`config.mk`:
```
export PLATFORM = sky130hd
export DESIGN_NAME = sorted_deadline_timer_queue_unit
export DESIGN_NICKNAME = d
export VERILOG_FILES = /design/src/rtl/core/sdtq_pkg.sv /design/src/rtl/core/sorted_deadline_timer_queue_unit.sv /design/src/rtl/core/sdtq_store.sv
export SDC_FILE = /design/constraint.sdc
export NUM_CORES = 1
export LEC_CHECK = 0
export BUFFER_PORTS_ARGS = -buffer_cell sky130_fd_sc_hd__clkbuf_2
export CAP_MARGIN = 0
export CORE_MARGIN = 1.5
export CORE_UTILIZATION = 40
export DETAILED_ROUTE_END_ITERATION = 12
export GPL_TIMING_DRIVEN = 1
export PLACE_DENSITY = 0.56
export RECOVER_POWER = 25
export SYNTH_ARGS = -nofsm -noshare
export SYNTH_HDL_FRONTEND = slang
export SYNTH_HIERARCHICAL = 1
export SYNTH_SLANG_ARGS = --single-unit
export TNS_END_PERCENT = 30
```
`constraint.sdc`:
```
create_clock -name clk -period 6.9 [get_ports clk]
set_clock_uncertainty 0.15 [all_clocks]
set_input_delay 0.69 -clock clk [delete_from_list [all_inputs] [get_ports clk]]
set_output_delay 0.69 -clock clk [all_outputs]
set_load 0.1 [all_outputs]
```
`src/rtl/core/sdtq_pkg.sv`:
```
package sdtq_pkg;

	// Sizing of the queue. CAPACITY sets the depth of the entry store.
	localparam int CAPACITY  = 16;
	localparam int TIME_BITS = 32;
	localparam int NUM_IDS   = 16;

	localparam int ID_W  = 4;
	localparam int IDX_W = $clog2(CAPACITY);
	localparam int CNT_W = $clog2(CAPACITY + 1);

	// Command codes.
	localparam logic [1:0] CMD_ADD    = 2'd0;
	localparam logic [1:0] CMD_ADJUST = 2'd1;
	localparam logic [1:0] CMD_DELETE = 2'd2;
	localparam logic [1:0] CMD_TICK   = 2'd3;

	// Result status codes.
	localparam logic [2:0] ST_OK      = 3'd0;
	localparam logic [2:0] ST_EXPIRED = 3'd1;
	localparam logic [2:0] ST_NONE    = 3'd2;
	localparam logic [2:0] ST_FULL    = 3'd3;
	localparam logic [2:0] ST_UNKNOWN = 3'd4;
	localparam logic [2:0] ST_DUP     = 3'd5;

	// One queue entry: timer id and its deadline.
	typedef struct packed {
		logic [ID_W-1:0]      id;
		logic [TIME_BITS-1:0] dl;
	} entry_t;

	// Access request from the sequencer to the entry store.
	typedef struct packed {
		logic             rd_en;
		logic [IDX_W-1:0] rd_addr;
		logic             wr_en;
		logic [IDX_W-1:0] wr_addr;
		entry_t           wr_data;
	} store_req_t;

endpackage

```
`src/rtl/core/sorted_deadline_timer_queue_unit.sv`:
```
// Sorted deadline timer queue. The unit holds up to CAPACITY timers, each named
// by a 4-bit id, in ascending order of deadline in a single-port-read entry
// store, and takes one command word at a time: add, adjust, delete or tick.
// The input is stalled from the cycle after a word is accepted until its last
// result word has been loaded into the output register, so the unit takes no
// new word while a command is in progress. An add walks from the tail toward
// the insertion point, a delete scans the whole list, an adjust is a delete
// followed by an add, and a tick takes each expired entry out at the head in
// turn. The cost of each command comes from the one read port of the entry
// store, whose registered read data feeds one shared deadline comparator each
// step, and from moving entries one position per step. Add, adjust and
// delete give one result word; a tick gives one word per expired entry, oldest
// first, with last set on the final one, or a single "none due" word.
module sorted_deadline_timer_queue_unit
	import sdtq_pkg::*;
(
	input  logic        clk,
	input  logic        arst_n,
	input  logic        in_valid,
	output logic        in_stall,
	input  logic [1:0]  cmd,
	input  logic [3:0]  timer_id,
	input  logic [31:0] deadline,
	input  logic [31:0] now,
	output logic        out_valid,
	input  logic        out_stall,
	output logic [3:0]  out_id,
	output logic [2:0]  status,
	output logic        last
);

	// Sequencer states.
	localparam logic [2:0] S_IDLE    = 3'd0;
	localparam logic [2:0] S_INS_RD  = 3'd1;
	localparam logic [2:0] S_INS_CMP = 3'd2;
	localparam logic [2:0] S_RM_RD   = 3'd3;
	localparam logic [2:0] S_RM_CHK  = 3'd4;
	localparam logic [2:0] S_TK_RD   = 3'd5;
	localparam logic [2:0] S_TK_CMP  = 3'd6;
	localparam logic [2:0] S_FIN     = 3'd7;

	logic [2:0]           state_q;
	logic [CNT_W-1:0]     count_q;
	logic [NUM_IDS-1:0]   in_use_q;

	// Working registers of the current command.
	logic [1:0]           cmd_q;
	logic [ID_W-1:0]      id_q;
	logic [TIME_BITS-1:0] dl_q;
	logic [TIME_BITS-1:0] now_q;
	logic [CNT_W-1:0]     ptr_q;
	logic                 found_q;
	logic                 pend_v_q;
	logic [ID_W-1:0]      pend_id_q;
	logic [ID_W-1:0]      res_id_q;
	logic [2:0]           res_st_q;

	// Output register.
	logic                 out_valid_q;
	logic [ID_W-1:0]      out_id_q;
	logic [2:0]           status_q;
	logic                 last_q;

	store_req_t           req;
	entry_t               rd_data;
	entry_t               new_entry;
	logic [CNT_W-1:0]     ptr_m1;
	logic [TIME_BITS-1:0] cmp_b;
	logic                 gt;
	logic                 out_free;
	logic                 accept;
	logic                 emit;
	logic [ID_W-1:0]      emit_id;
	logic [2:0]           emit_st;
	logic                 emit_last;

	sdtq_store u_store (
		.clk     (clk),
		.req     (req),
		.rd_data (rd_data)
	);

	assign in_stall  = (state_q != S_IDLE);
	assign accept    = in_valid && !in_stall;
	assign out_free  = !out_valid_q || !out_stall;
	assign ptr_m1    = ptr_q - 1'b1;
	assign new_entry = '{id: id_q, dl: dl_q};

	// The shared comparator: the stored deadline against the new deadline
	// during an insert, or against the current time during a tick.
	assign cmp_b = (cmd_q == CMD_TICK) ? now_q : dl_q;
	assign gt    = (rd_data.dl > cmp_b);

	always_comb begin
		req       = '0;
		emit      = 1'b0;
		emit_id   = res_id_q;
		emit_st   = res_st_q;
		emit_last = 1'b1;
		case (state_q)
			S_INS_RD: begin
				if (ptr_q == '0) begin
					req.wr_en   = 1'b1;
					req.wr_addr = '0;
					req.wr_data = new_entry;
				end else begin
					req.rd_en   = 1'b1;
					req.rd_addr = ptr_m1[IDX_W-1:0];
				end
			end
			S_INS_CMP: begin
				// A later deadline moves up one place; otherwise the new
				// entry lands here, behind any equal deadlines.
				req.wr_en   = 1'b1;
				req.wr_addr = ptr_q[IDX_W-1:0];
				req.wr_data = gt ? rd_data : new_entry;
			end
			S_RM_RD: begin
				if (ptr_q != count_q) begin
					req.rd_en   = 1'b1;
					req.rd_addr = ptr_q[IDX_W-1:0];
				end
			end
			S_RM_CHK: begin
				if (found_q) begin
					req.wr_en   = 1'b1;
					req.wr_addr = ptr_m1[IDX_W-1:0];
					req.wr_data = rd_data;
				end
			end
			S_TK_RD: begin
				if (count_q != '0) begin
					req.rd_en   = 1'b1;
					req.rd_addr = '0;
				end
			end
			S_TK_CMP: begin
				// A further due entry means the held one is not the last.
				if (!gt && pend_v_q && out_free) begin
					emit      = 1'b1;
					emit_id   = pend_id_q;
					emit_st   = ST_EXPIRED;
					emit_last = 1'b0;
				end
			end
			S_FIN: begin
				emit = out_free;
			end
			default: begin
			end
		endcase
	end

	always_ff @(posedge clk or negedge arst_n) begin
		if (!arst_n) begin
			state_q  <= S_IDLE;
			count_q  <= '0;
			in_use_q <= '0;
			found_q  <= 1'b0;
			pend_v_q <= 1'b0;
		end else begin
			case (state_q)
				S_IDLE: begin
					if (accept) begin
						cmd_q    <= cmd;
						id_q     <= timer_id;
						dl_q     <= deadline[TIME_BITS-1:0];
						now_q    <= now[TIME_BITS-1:0];
						res_id_q <= timer_id;
						ptr_q    <= (cmd == CMD_ADD) ? count_q : '0;
						found_q  <= 1'b0;
						pend_v_q <= 1'b0;
						case (cmd)
							CMD_ADD: begin
								if (in_use_q[timer_id]) begin
									res_st_q <= ST_DUP;
									state_q  <= S_FIN;
								end else if (count_q >= CNT_W'(CAPACITY)) begin
									res_st_q <= ST_FULL;
									state_q  <= S_FIN;
								end else begin
									state_q <= S_INS_RD;
								end
							end
							CMD_ADJUST, CMD_DELETE: begin
								if (!in_use_q[timer_id]) begin
									res_st_q <= ST_UNKNOWN;
									state_q  <= S_FIN;
								end else begin
									state_q <= S_RM_RD;
								end
							end
							default: begin
								state_q <= S_TK_RD;
							end
						endcase
					end
				end
				S_INS_RD: begin
					if (ptr_q == '0) begin
						count_q        <= count_q + 1'b1;
						in_use_q[id_q] <= 1'b1;
						res_st_q       <= ST_OK;
						state_q        <= S_FIN;
					end else begin
						state_q <= S_INS_CMP;
					end
				end
				S_INS_CMP: begin
					if (gt) begin
						ptr_q   <= ptr_m1;
						state_q <= S_INS_RD;
					end else begin
						count_q        <= count_q + 1'b1;
						in_use_q[id_q] <= 1'b1;
						res_st_q       <= ST_OK;
						state_q        <= S_FIN;
					end
				end
				S_RM_RD: begin
					if (ptr_q == count_q) begin
						count_q <= count_q - 1'b1;
						if (cmd_q == CMD_ADJUST) begin
							// Re-insert with the new deadline into the
							// shortened list.
							ptr_q   <= count_q - 1'b1;
							state_q <= S_INS_RD;
						end else if (cmd_q == CMD_TICK) begin
							in_use_q[id_q] <= 1'b0;
							state_q        <= S_TK_RD;
						end else begin
							in_use_q[id_q] <= 1'b0;
							res_st_q       <= ST_OK;
							state_q        <= S_FIN;
						end
					end else begin
						state_q <= S_RM_CHK;
					end
				end
				S_RM_CHK: begin
					found_q <= found_q || (rd_data.id == id_q);
					ptr_q   <= ptr_q + 1'b1;
					state_q <= S_RM_RD;
				end
				S_TK_RD: begin
					if (count_q == '0) begin
						res_id_q <= pend_v_q ? pend_id_q : '0;
						res_st_q <= pend_v_q ? ST_EXPIRED : ST_NONE;
						state_q  <= S_FIN;
					end else begin
						state_q <= S_TK_CMP;
					end
				end
				S_TK_CMP: begin
					if (gt) begin
						res_id_q <= pend_v_q ? pend_id_q : '0;
						res_st_q <= pend_v_q ? ST_EXPIRED : ST_NONE;
						state_q  <= S_FIN;
					end else if (!pend_v_q || out_free) begin
						// Hold the head as the pending result and take it out
						// of the list; its slot is found at once.
						pend_id_q <= rd_data.id;
						pend_v_q  <= 1'b1;
						id_q      <= rd_data.id;
						ptr_q     <= '0;
						found_q   <= 1'b0;
						state_q   <= S_RM_RD;
					end
				end
				S_FIN: begin
					if (out_free) begin
						state_q <= S_IDLE;
					end
				end
				default: begin
					state_q <= S_IDLE;
				end
			endcase
		end
	end

	// Output register; the sequencer loads it only when it is free.
	always_ff @(posedge clk or negedge arst_n) begin
		if (!arst_n) begin
			out_valid_q <= 1'b0;
		end else if (emit) begin
			out_valid_q <= 1'b1;
		end else if (!out_stall) begin
			out_valid_q <= 1'b0;
		end
	end

	always_ff @(posedge clk) begin
		if (emit) begin
			out_id_q <= emit_id;
			status_q <= emit_st;
			last_q   <= emit_last;
		end
	end

	assign out_valid = out_valid_q;
	assign out_id    = out_id_q;
	assign status    = status_q;
	assign last      = last_q;

endmodule

```
`src/rtl/core/sdtq_store.sv`:
```
module sdtq_store
	import sdtq_pkg::*;
(
	input  logic       clk,
	input  store_req_t req,
	output entry_t     rd_data
);

	// Entries in deadline order, one write and one registered read per cycle.
	entry_t mem [CAPACITY];
	entry_t rd_q;

	always_ff @(posedge clk) begin
		if (req.wr_en) begin
			mem[req.wr_addr] <= req.wr_data;
		end
		if (req.rd_en) begin
			rd_q <= mem[req.rd_addr];
		end
	end

	assign rd_data = rd_q;

endmodule

```
# == Word level (Yosys, flattened, before mapping) ==
# Memories as Yosys holds them, arrays and structs flattened. A register that Yosys moved wholly into a read port is not among the register bits.
# Cells that the tools add are included.
# classes
addsub,4
n_lt_le_gt_ge,5
n_eq_ne,32
mux,85
bitwise_logic,4
reduce_logical,36
# op_table
cell,n
41-bit one-hot mux with 3 select lines,1
41-bit 2-to-1 mux,2
3-bit 2-to-1 mux,24
5-bit 2-to-1 mux,13
16-bit 2-to-1 mux,4
16-bit one-hot mux with 3 select lines,1
36-bit 2-to-1 mux,1
32-bit greater-than comparator,1
32-bit 2-to-1 mux,1
4-bit 2-to-1 mux,8
5-bit one-hot mux with 3 select lines,2
"2-bit != test, second input constant",13
5-bit one-hot mux with 5 select lines,1
3-bit one-hot mux with 8 select lines,1
3-bit one-hot mux with 6 select lines,1
16-bit bitwise AND,1
16-bit inverter,1
16-bit OR,1
4-bit AND reduction,4
5-bit AND reduction,3
1-bit 2-to-1 mux,14
13-bit AND reduction,1
"3-bit equality test, second input constant",4
3-bit one-hot mux with 2 select lines,2
other kinds (37),61
# totals
register_bits,121
ram_bits,576
wordCells,184
n_memories,1
# mem_list
memory,words,word_bits,rd,rd_ports_with_merged_regs,wr,line,source
u_store.mem,16,36,1,1,1,sdtq_store.sv:10,entry_t mem [CAPACITY];

# == Longest topological paths before layout ==
# Gate-level depths: netlist of the first run.
# depth
ltp_word,9
ltp_mapped,15
mapped_depth_nobuf,12

# == Cells and area by module ==
# The synthesis of the first run kept the hierarchy.
# by_module_without_submodules
module,instances,cells_each,area_each_um2,seq_area_each_um2
sdtq_store,1,938,22679.3,18377.6
sorted_deadline_timer_queue_unit,1,621,7051.8,3498.4

# == Worst setup path after synthesis of the first run ==
# Ideal clock, no wire load.
# synth_path
path_kind,reg2reg
start,register ptr_q[0]
end,"memory u_store/mem[0][0] in the netlist's numbering, enable pin"
setup_time_ps,474
t_arrival_ps,4730
required_time_ps,6276
path_slack_ps,1546
stages_incl_launch_ff,11
path_buffers,1
period_less_slack_ps,5354
path_cell_list,edfxtp_1 buf_6 inv_1 ha_1 nor3b_2 and2b_1 nor3b_1 nor2_1 o21ai_0 or3b_2 nor3_1
# synth_lines
element,line,source
"start, declared",sorted_deadline_timer_queue_unit.sv:51,logic [CNT_W-1:0] ptr_q;
"start signal, assigned",sorted_deadline_timer_queue_unit.sv:170,ptr_q <= (cmd == CMD_ADD) ? count_q : '0;
"start signal, assigned",sorted_deadline_timer_queue_unit.sv:211,ptr_q <= ptr_m1;
"start signal, assigned",sorted_deadline_timer_queue_unit.sv:226,ptr_q <= count_q - 1'b1;
"end, declared",sdtq_store.sv:10,

==> results.sh, run 1 <==
export IMPL_clock_path_buffers=3
export IMPL_dieArea_mm2=0.0760
export IMPL_grt_max_degree=101
export IMPL_p_clk_share_pct=29.3
export IMPL_setup_violations=0
export IMPL_drc=0
export IMPL_slew_headroom_pct=-136
export IMPL_die_w_um=276
export IMPL_synth_nets=1672
export IMPL_antennaDiodeCount=0
export IMPL_grtUsageTotal_pct=19.8
export IMPL_pin_count=84
export IMPL_hp_class="in2reg"
export IMPL_netSwitchingPower_mw=4.55
export IMPL_synthCells=1559
export IMPL_crit_fanout=35
export IMPL_power_density_mw_per_mm2=425
export IMPL_use_met2_pct=31.7
export IMPL_post_route_min_period_ns=5.46
export IMPL_cp_depth=10
export IMPL_min_period_over_period_pct=79.1
export IMPL_required_ns=6.91
export IMPL_worstSetupPathType="reg2reg"
export IMPL_crit_path_top_delay_cell="clkbuf_1"
export IMPL_path_common_cell="clkbuf_1"
export IMPL_overflow=0
export IMPL_path_delay_family="buffers and inverters"
export IMPL_drt_pass1_iterations=6
export IMPL_crit_buf_inv=3
export IMPL_antenna_found_initial=0
export IMPL_timing_rr_start="state_q[1]"
export IMPL_p_seq_share_pct=42.1
export IMPL_worst_slack_ns=1.44
export IMPL_dp_slack_ns=1.84
export IMPL_cpPeakStageDelay_ns=1.87
export IMPL_use_met3_pct=3.45
export IMPL_final_util_pct=46.3
export IMPL_hold_end="dl_q[29]"
export IMPL_end_kind="flop"
export IMPL_irDropWorstVdd_uv=351
export IMPL_grt_pass1_vias=15700
export IMPL_cts_root_buffer="clkbuf_16"
export IMPL_ys_warn_count=6
export IMPL_initial_utilization_pct=40.6
export IMPL_async_reset_ff_share_pct=3.68
export IMPL_hpwl_um=40400
export IMPL_area_delta_synth_final_pct=14.1
export IMPL_cp_start_kind="flop"
export IMPL_grt_pass1_wl_um=108000
export IMPL_synth_seq_cells=733
export IMPL_slew_violations=176
export IMPL_fin_total_pwr_mw=14.4
export IMPL_rsz0062_at_grt="false"
export IMPL_routed_wl_um=74400
export IMPL_p_int_mw=9.86
export IMPL_finalHoldViolations=0
export IMPL_synth_top_area_share_pct=71.3
export IMPL_status="finished with violations"
export IMPL_cts_tree="yes"
export IMPL_clock_latency_ns=0.61
export IMPL_hold_start="deadline[29]"
export IMPL_rows=99
export IMPL_io_buffers=83
export IMPL_synth_cell_area_mm2=0.0297
export IMPL_violations="capacitance limit, slew limit"
export IMPL_cts_sink_count=733
export IMPL_yosysUniqueCellTypes=71
export IMPL_max_slew_worst_pin_slew_ns=3.54
export IMPL_place_gp_congestion=0.822
export IMPL_tns_ns=0
export IMPL_viasPerCell=5.81
export IMPL_p_comb_share_pct=28.6
export IMPL_clk_pin_slew_ns=0.06
export IMPL_max_freq_mhz=183
export IMPL_r2r_end="u_store/mem[8][19]"
export IMPL_rrSetupSlack_ns=1.44
export IMPL_leakage_nw=11.1
export IMPL_syn_avg_cell_area_um2=19.1
export IMPL_cts_buffers=77
export IMPL_yosys_area_top_type="edfxtp_1"
export IMPL_die_y_um=276
export IMPL_drive_gt1_share_pct=22.4
export IMPL_reg2reg_depth=10
export IMPL_ys_top_cells_by_area="edfxtp_1 (71%), mux4_2 (11%), dfrtp_1 (2.3%)"
export IMPL_met1_usage_pct=27.9
export IMPL_ys_seq_area_share_pct=73.6
export IMPL_synth_edf_count=706
export IMPL_drv_cap=5
export IMPL_wl_per_cell_um=27.6
export IMPL_nets=1789
export IMPL_whs_path_depth=1
export IMPL_postRouteAntennaNets=0
export IMPL_first_iter_violations=1553
export IMPL_core_mm2=0.0732
export IMPL_vias=15600
export IMPL_busiest_layer="met2"
export IMPL_h_tree_depth=3
export IMPL_p_sw_share_pct=31.5
export IMPL_synth_flop_cell="edfxtp_1"
export IMPL_path_cells="clkbuf_1 -> nor3_1 -> clkbuf_1 -> nand2_1 -> o21ai_0 -> nand2_1 -> o21ai_0 -> nand3b_1 -> nor3_1 -> clkbuf_1"
export IMPL_arrival_ns=5.47
-- area by class of cell --
cell class | instances | area (µm²)
well taps | 959 | 1200
repair buffers | 122 | 736
fillers | 6197 | 39300
multi-input cells | 727 | 7460
clock inverters | 45 | 504
inverters | 15 | 56.3
clock buffers | 93 | 2080
flip-flops and latches | 733 | 21900
-- synthesized netlist by cell type, types with 3 or more instances --
library cell / instances
o21ai_0: 46
mux2i_1: 34
a211oi_1: 5
o22ai_1: 5
nand2_1: 83
nor2_1: 40
clkbuf_1: 36
o31ai_1: 8
xnor2_1: 6
and3_1: 4
nor3b_1: 9
nor2b_1: 8
nand3b_1: 4
mux2_2: 6
nand4_1: 7
edfxtp_1: 706
nor3_1: 20
xor2_1: 10
a31oi_1: 8
mux2_1: 5
dfrtp_1: 27
o211ai_1: 5
a22o_1: 36
nand2b_1: 7
o21ai_1: 8
mux4_2: 149
nand3_1: 29
a21o_1: 3
inv_1: 15
and2_1: 3
buf_1: 7
ha_1: 38
or2_1: 4
buf_2: 29
a22oi_1: 77
a21oi_1: 19
buf_6: 12
-- metrics by stage --
stage / std cells / instance area, µm² / hold slack (ns)
floorplan: 1559 / 29700 / 0.244
global placement: 2555 / 31400 / 0.336
detailed placement: 2555 / 31400 / 0.337
CTS: 2694 / 34000 / 0.0694
global route: 2694 / 33900 / 0.0794
finish: 2694 / 33900 / 0.0987
-- layer usage --
layer | routed length (µm) | vias up
met4 | 1610 | 0
met5 | 0 | -
met1 | 31800 | 8291
li1 | - | 6689
met3 | 4930 | 100
met2 | 36100 | 567
-- worst max path at each step --
stage | from | to | slack [ns]
2_1_floorplan | ptr_q[0] | u_store/mem[0][0] | 1.55
3_3_place_gp | cmd_q[0] | u_store/mem[14][13] | 1.99
3_5_place_dp | cmd_q[0] | u_store/mem[2][10] | 1.84
4_1_cts | cmd_q[0] | u_store/mem[1][18] | 1.82
5_1_grt | state_q[1] | u_store/mem[8][19] | 0.99
6_report | state_q[1] | u_store/mem[8][19] | 1.44
-- power by group through the flow --
| stage | Sequential (mW) | Clock [mW] | Combinational, mW |
|---|---|---|---|
| 3_3_place_gp | 6.13 | 0 | 4.12 |
| 6_report | 6.07 | 4.22 | 4.12 |
| 5_1_grt | 6.11 | 4.49 | 4.47 |
| 4_1_cts | 6.04 | 4.31 | 4.20 |
| 2_1_floorplan | 6.09 | 0 | 2.96 |
| 3_5_place_dp | 6.13 | 0 | 4.17 |
-- kinds of logic after synthesis --
kind of cell / after synthesis / share of synthesized area [%]
adder cells (fa/ha/maj): 39 / 1.67
AND/OR/NAND/NOR: 234 / 3.87
flip-flops: 733 / 73.6
AO/OA/AOI/OAI: 244 / 5.89
multiplexers: 194 / 12.8
XOR/XNOR: 16 / 0.471
buffers and inverters: 99 / 1.67
-- cell usage in the layout (no fill, tap or decap), drive strengths merged, types with 11 or more instances in the layout --
| master | instances |
|---|---|
| buf | 32 |
| nor3 | 22 |
| mux2i | 34 |
| clkinv | 33 |
| nand2 | 83 |
| a22o | 36 |
| edfxtp | 706 |
| nand3 | 30 |
| o21ai | 55 |
| a21oi | 20 |
| a22oi | 77 |
| inv | 15 |
| ha | 38 |
| mux2 | 11 |
| mux4 | 149 |
| clkbuf | 182 |
| dfrtp | 27 |
| nor2 | 41 |
-- registers in the layout, summed over array words and instances, names as in the netlist, named ones only --
name,flops
found_q,1
out_id,4
ptr_q,5
pend_id_q,4
status,3
res_id_q,4
id_q,4
last,1
now_q,32
u_store/mem,576
res_st_q,3
count_q,5
state_q,3
u_store/rd_data,36
out_valid,1
cmd_q,2
pend_v_q,1
dl_q,32
-- worst reg2reg max path, cell delays in order, from the launching register on --
cell	delay, ns
dfrtp_1	0.35
clkbuf_1	1.09
nor3_1	0.08
clkbuf_1	0.30
nand2_1	0.30
o21ai_0	0.11
nand2_1	0.09
o21ai_0	0.14
nand3b_1	0.28
nor3_1	0.23
clkbuf_1	1.87
-- timing repair --
item	CTS	global route
resized for setup	0	0
hold endpoints to repair	17	0
setup buffers	0	0
hold buffers	1	0
setup endpoints to repair	0	0
(Power assumes the default switching activity.)
==> run 2: changes to the inputs <==
==> constraint.sdc (replaced) <==
create_clock -name clk -period 5.3 [get_ports clk]
set_clock_uncertainty 0.15 [all_clocks]
set_input_delay 0.53 -clock clk [delete_from_list [all_inputs] [get_ports clk]]
set_output_delay 0.53 -clock clk [all_outputs]
set_load 0.1 [all_outputs]
==> run 2 against run 1 <==
  * The flow still finishes with violations (capacitance limit, slew limit)
  * Combinational power grew 32%
  * Cell area grew 2.0%
  * Maximum frequency grew 14%
  * Largest cell class unchanged
==> results.sh, run 2 (synthesized netlist as in run 1, its figures left out) <==
export IMPL_largest_reg_flops=576
export IMPL_cpPeakStageDelay_ns=0.57
export IMPL_crit_buf_inv=1
export IMPL_final_cell_area_mm2=0.0346
export IMPL_cts_tree="yes"
export IMPL_dp_slack_ns=0.565
export IMPL_die_w_um=276
export IMPL_crit_fanout=36
export IMPL_clock_path_buffers=3
export IMPL_p_clk_share_pct=28.7
export IMPL_max_freq_mhz=208
export IMPL_grt_max_degree=82
export IMPL_finalHoldViolations=0
export IMPL_netSwitchingPower_mw=5.91
export IMPL_p_comb_share_pct=29.0
export IMPL_path_delay_family="simple AND/OR/NAND/NOR gates"
export IMPL_cts_buffers=77
export IMPL_end_kind="flop"
export IMPL_nets=1864
export IMPL_worst_slack_ns=0.497
export IMPL_area_delta_synth_final_pct=16.3
export IMPL_clk_pin_slew_ns=0.06
export IMPL_postRouteAntennaNets=0
export IMPL_drv_cap=3
export IMPL_clock_latency_ns=0.63
export IMPL_rrSetupSlack_ns=0.50
export IMPL_antenna_found_initial=1
export IMPL_final_cell_mix="edfxtp_1 (706), mux4_2 (149), nand2_1 (82)"
export IMPL_rows=99
export IMPL_grt_pass1_vias=15900
export IMPL_wl_per_cell_um=26.7
export IMPL_max_slew_worst_pin_slew_ns=1.79
export IMPL_io_buffers=83
export IMPL_die_y_um=276
export IMPL_routed_wl_um=74000
export IMPL_drc=0
export IMPL_cp_start_kind="flop"
export IMPL_first_iter_violations=1589
export IMPL_drt_pass1_iterations=5
export IMPL_antennaDiodeCount=0
export IMPL_status="finished with violations"
export IMPL_top_register="u_store/mem"
export IMPL_arrival_ns=5.00
export IMPL_grt_pass1_wl_um=108000
export IMPL_hp_class="in2reg"
export IMPL_final_util_pct=47.2
export IMPL_violations="capacitance limit, slew limit"
export IMPL_core_mm2=0.0732
export IMPL_viasPerCell=5.73
export IMPL_slew_violations=132
export IMPL_cts_resized=0
export IMPL_worstSetupPathType="reg2reg"
export IMPL_vias=15900
export IMPL_layout_cells_most_common="edfxtp_1"
export IMPL_cts_sink_count=733
export IMPL_dieArea_mm2=0.0760
export IMPL_p_seq_share_pct=42.3
export IMPL_p_sw_share_pct=31.6
export IMPL_p_int_mw=12.8
export IMPL_rsz0062_at_grt="false"
export IMPL_slew_headroom_pct=-19.5
export IMPL_pin_count=84
export IMPL_grtUsageTotal_pct=19.8
export IMPL_drive_gt1_share_pct=21.3
export IMPL_overflow=0
export IMPL_min_period_over_period_pct=90.6
export IMPL_leakage_nw=11.4
export IMPL_irDropWorstVdd_uv=449
export IMPL_placed_area_mm2=0.0317
export IMPL_hpwl_um=40700
export IMPL_place_gp_congestion=0.839
export IMPL_h_tree_depth=3
export IMPL_fillers=6114
export IMPL_required_ns=5.49
export IMPL_cts_root_buffer="clkbuf_16"
export IMPL_post_route_min_period_ns=4.80
export IMPL_setup_violations=0
export IMPL_initial_utilization_pct=40.6
export IMPL_crit_path_top_delay_cell="nand2_2"
export IMPL_postCtsSetupBuffers=0
export IMPL_power_density_mw_per_mm2=541
export IMPL_path_cells="nand2_2 -> mux2i_1 -> ha_1 -> nand4_1 -> nor4_2 -> a21boi_2 -> o31ai_2 -> and2_1 -> o21ai_4 -> buf_4 -> a22o_1"
export IMPL_tns_ns=0
## run 2: changes by cell type in the layout (fill, tap and decap cells not counted), moves of 3 or more
cell / before / now
buf_4: 26 / 23
clkbuf_4: 0 / 5
dlygate4sd3_1: 1 / 66
clkbuf_1: 39 / 53
clkinv_1: 16 / 10
nor2_1: 33 / 38
buf_12: 6 / 12
nor2_4: 7 / 3
## run 2: through the flow
step	hold WS (ns)	power [mW]	instances
floorplan	0.0844	11.8	1559
global placement	0.337	13.4	2565
detailed placement	0.341	13.5	2565
CTS	0.00836	18.9	2769
global route	0.0751	19.6	2769
finish	0.0698	18.7	2769
## run 2: layer usage
layer	part of all wire (%)	routed length (µm)	track usage (%)
met5	0	0	0
met4	2.0	1500	5.03
met3	5.9	4400	3.18
met2	47	35100	31.2
met1	45	33000	29.0
## run 2: layout make-up
class | count | area (µm²) | area share, %
clock buffers | 103 | 2090 | 6.04
inverters | 15 | 56.3 | 0.163
multi-input cells | 727 | 7430 | 21.5
repair buffers | 197 | 1530 | 4.42
flip-flops and latches | 733 | 21900 | 63.3
clock inverters | 35 | 407 | 1.18
well taps | 959 | 1200 | 3.47
## run 2: path summary, 6_finish.rpt
| path | start | end | cells past startpoint |
|---|---|---|---|
| setup reg to reg | cmd_q[0] | u_store/mem[12][13] | 11 |
| hold reg to reg | flop | flop | 2 |
| hold / removal | out_stall | out_valid | 3 |
| min in group asynchronous | arst_n | count_q[2] | 2 |
| setup / recovery | cmd_q[0] | u_store/mem[12][13] | 11 |
| max in group asynchronous | arst_n | pend_v_q | 2 |
## run 2: worst reg2reg max path: stages, from the launching register on
cell	delay, ns
edfxtp_1	0.46
nand2_2	0.57
mux2i_1	0.24
ha_1	0.34
nand4_1	0.19
nor4_2	0.57
a21boi_2	0.26
o31ai_2	0.17
and2_1	0.29
o21ai_4	0.13
buf_4	0.55
a22o_1	0.61
## run 2: power by group through the flow
stage	registers [mW]	logic, mW	clock network, mW
2_1_floorplan	7.92	3.86	0
3_3_place_gp	8.03	5.37	0
3_5_place_dp	8.02	5.44	0
4_1_cts	7.91	5.49	5.48
5_1_grt	7.98	5.89	5.70
6_report	7.92	5.42	5.37
## run 2: what timing repair did
| item | 4_1_cts | 5_1_grt |
|---|---|---|
| hold endpoints to repair | 92 | 0 |
| setup endpoints to repair | 0 | 0 |
| hold buffers | 66 | 0 |
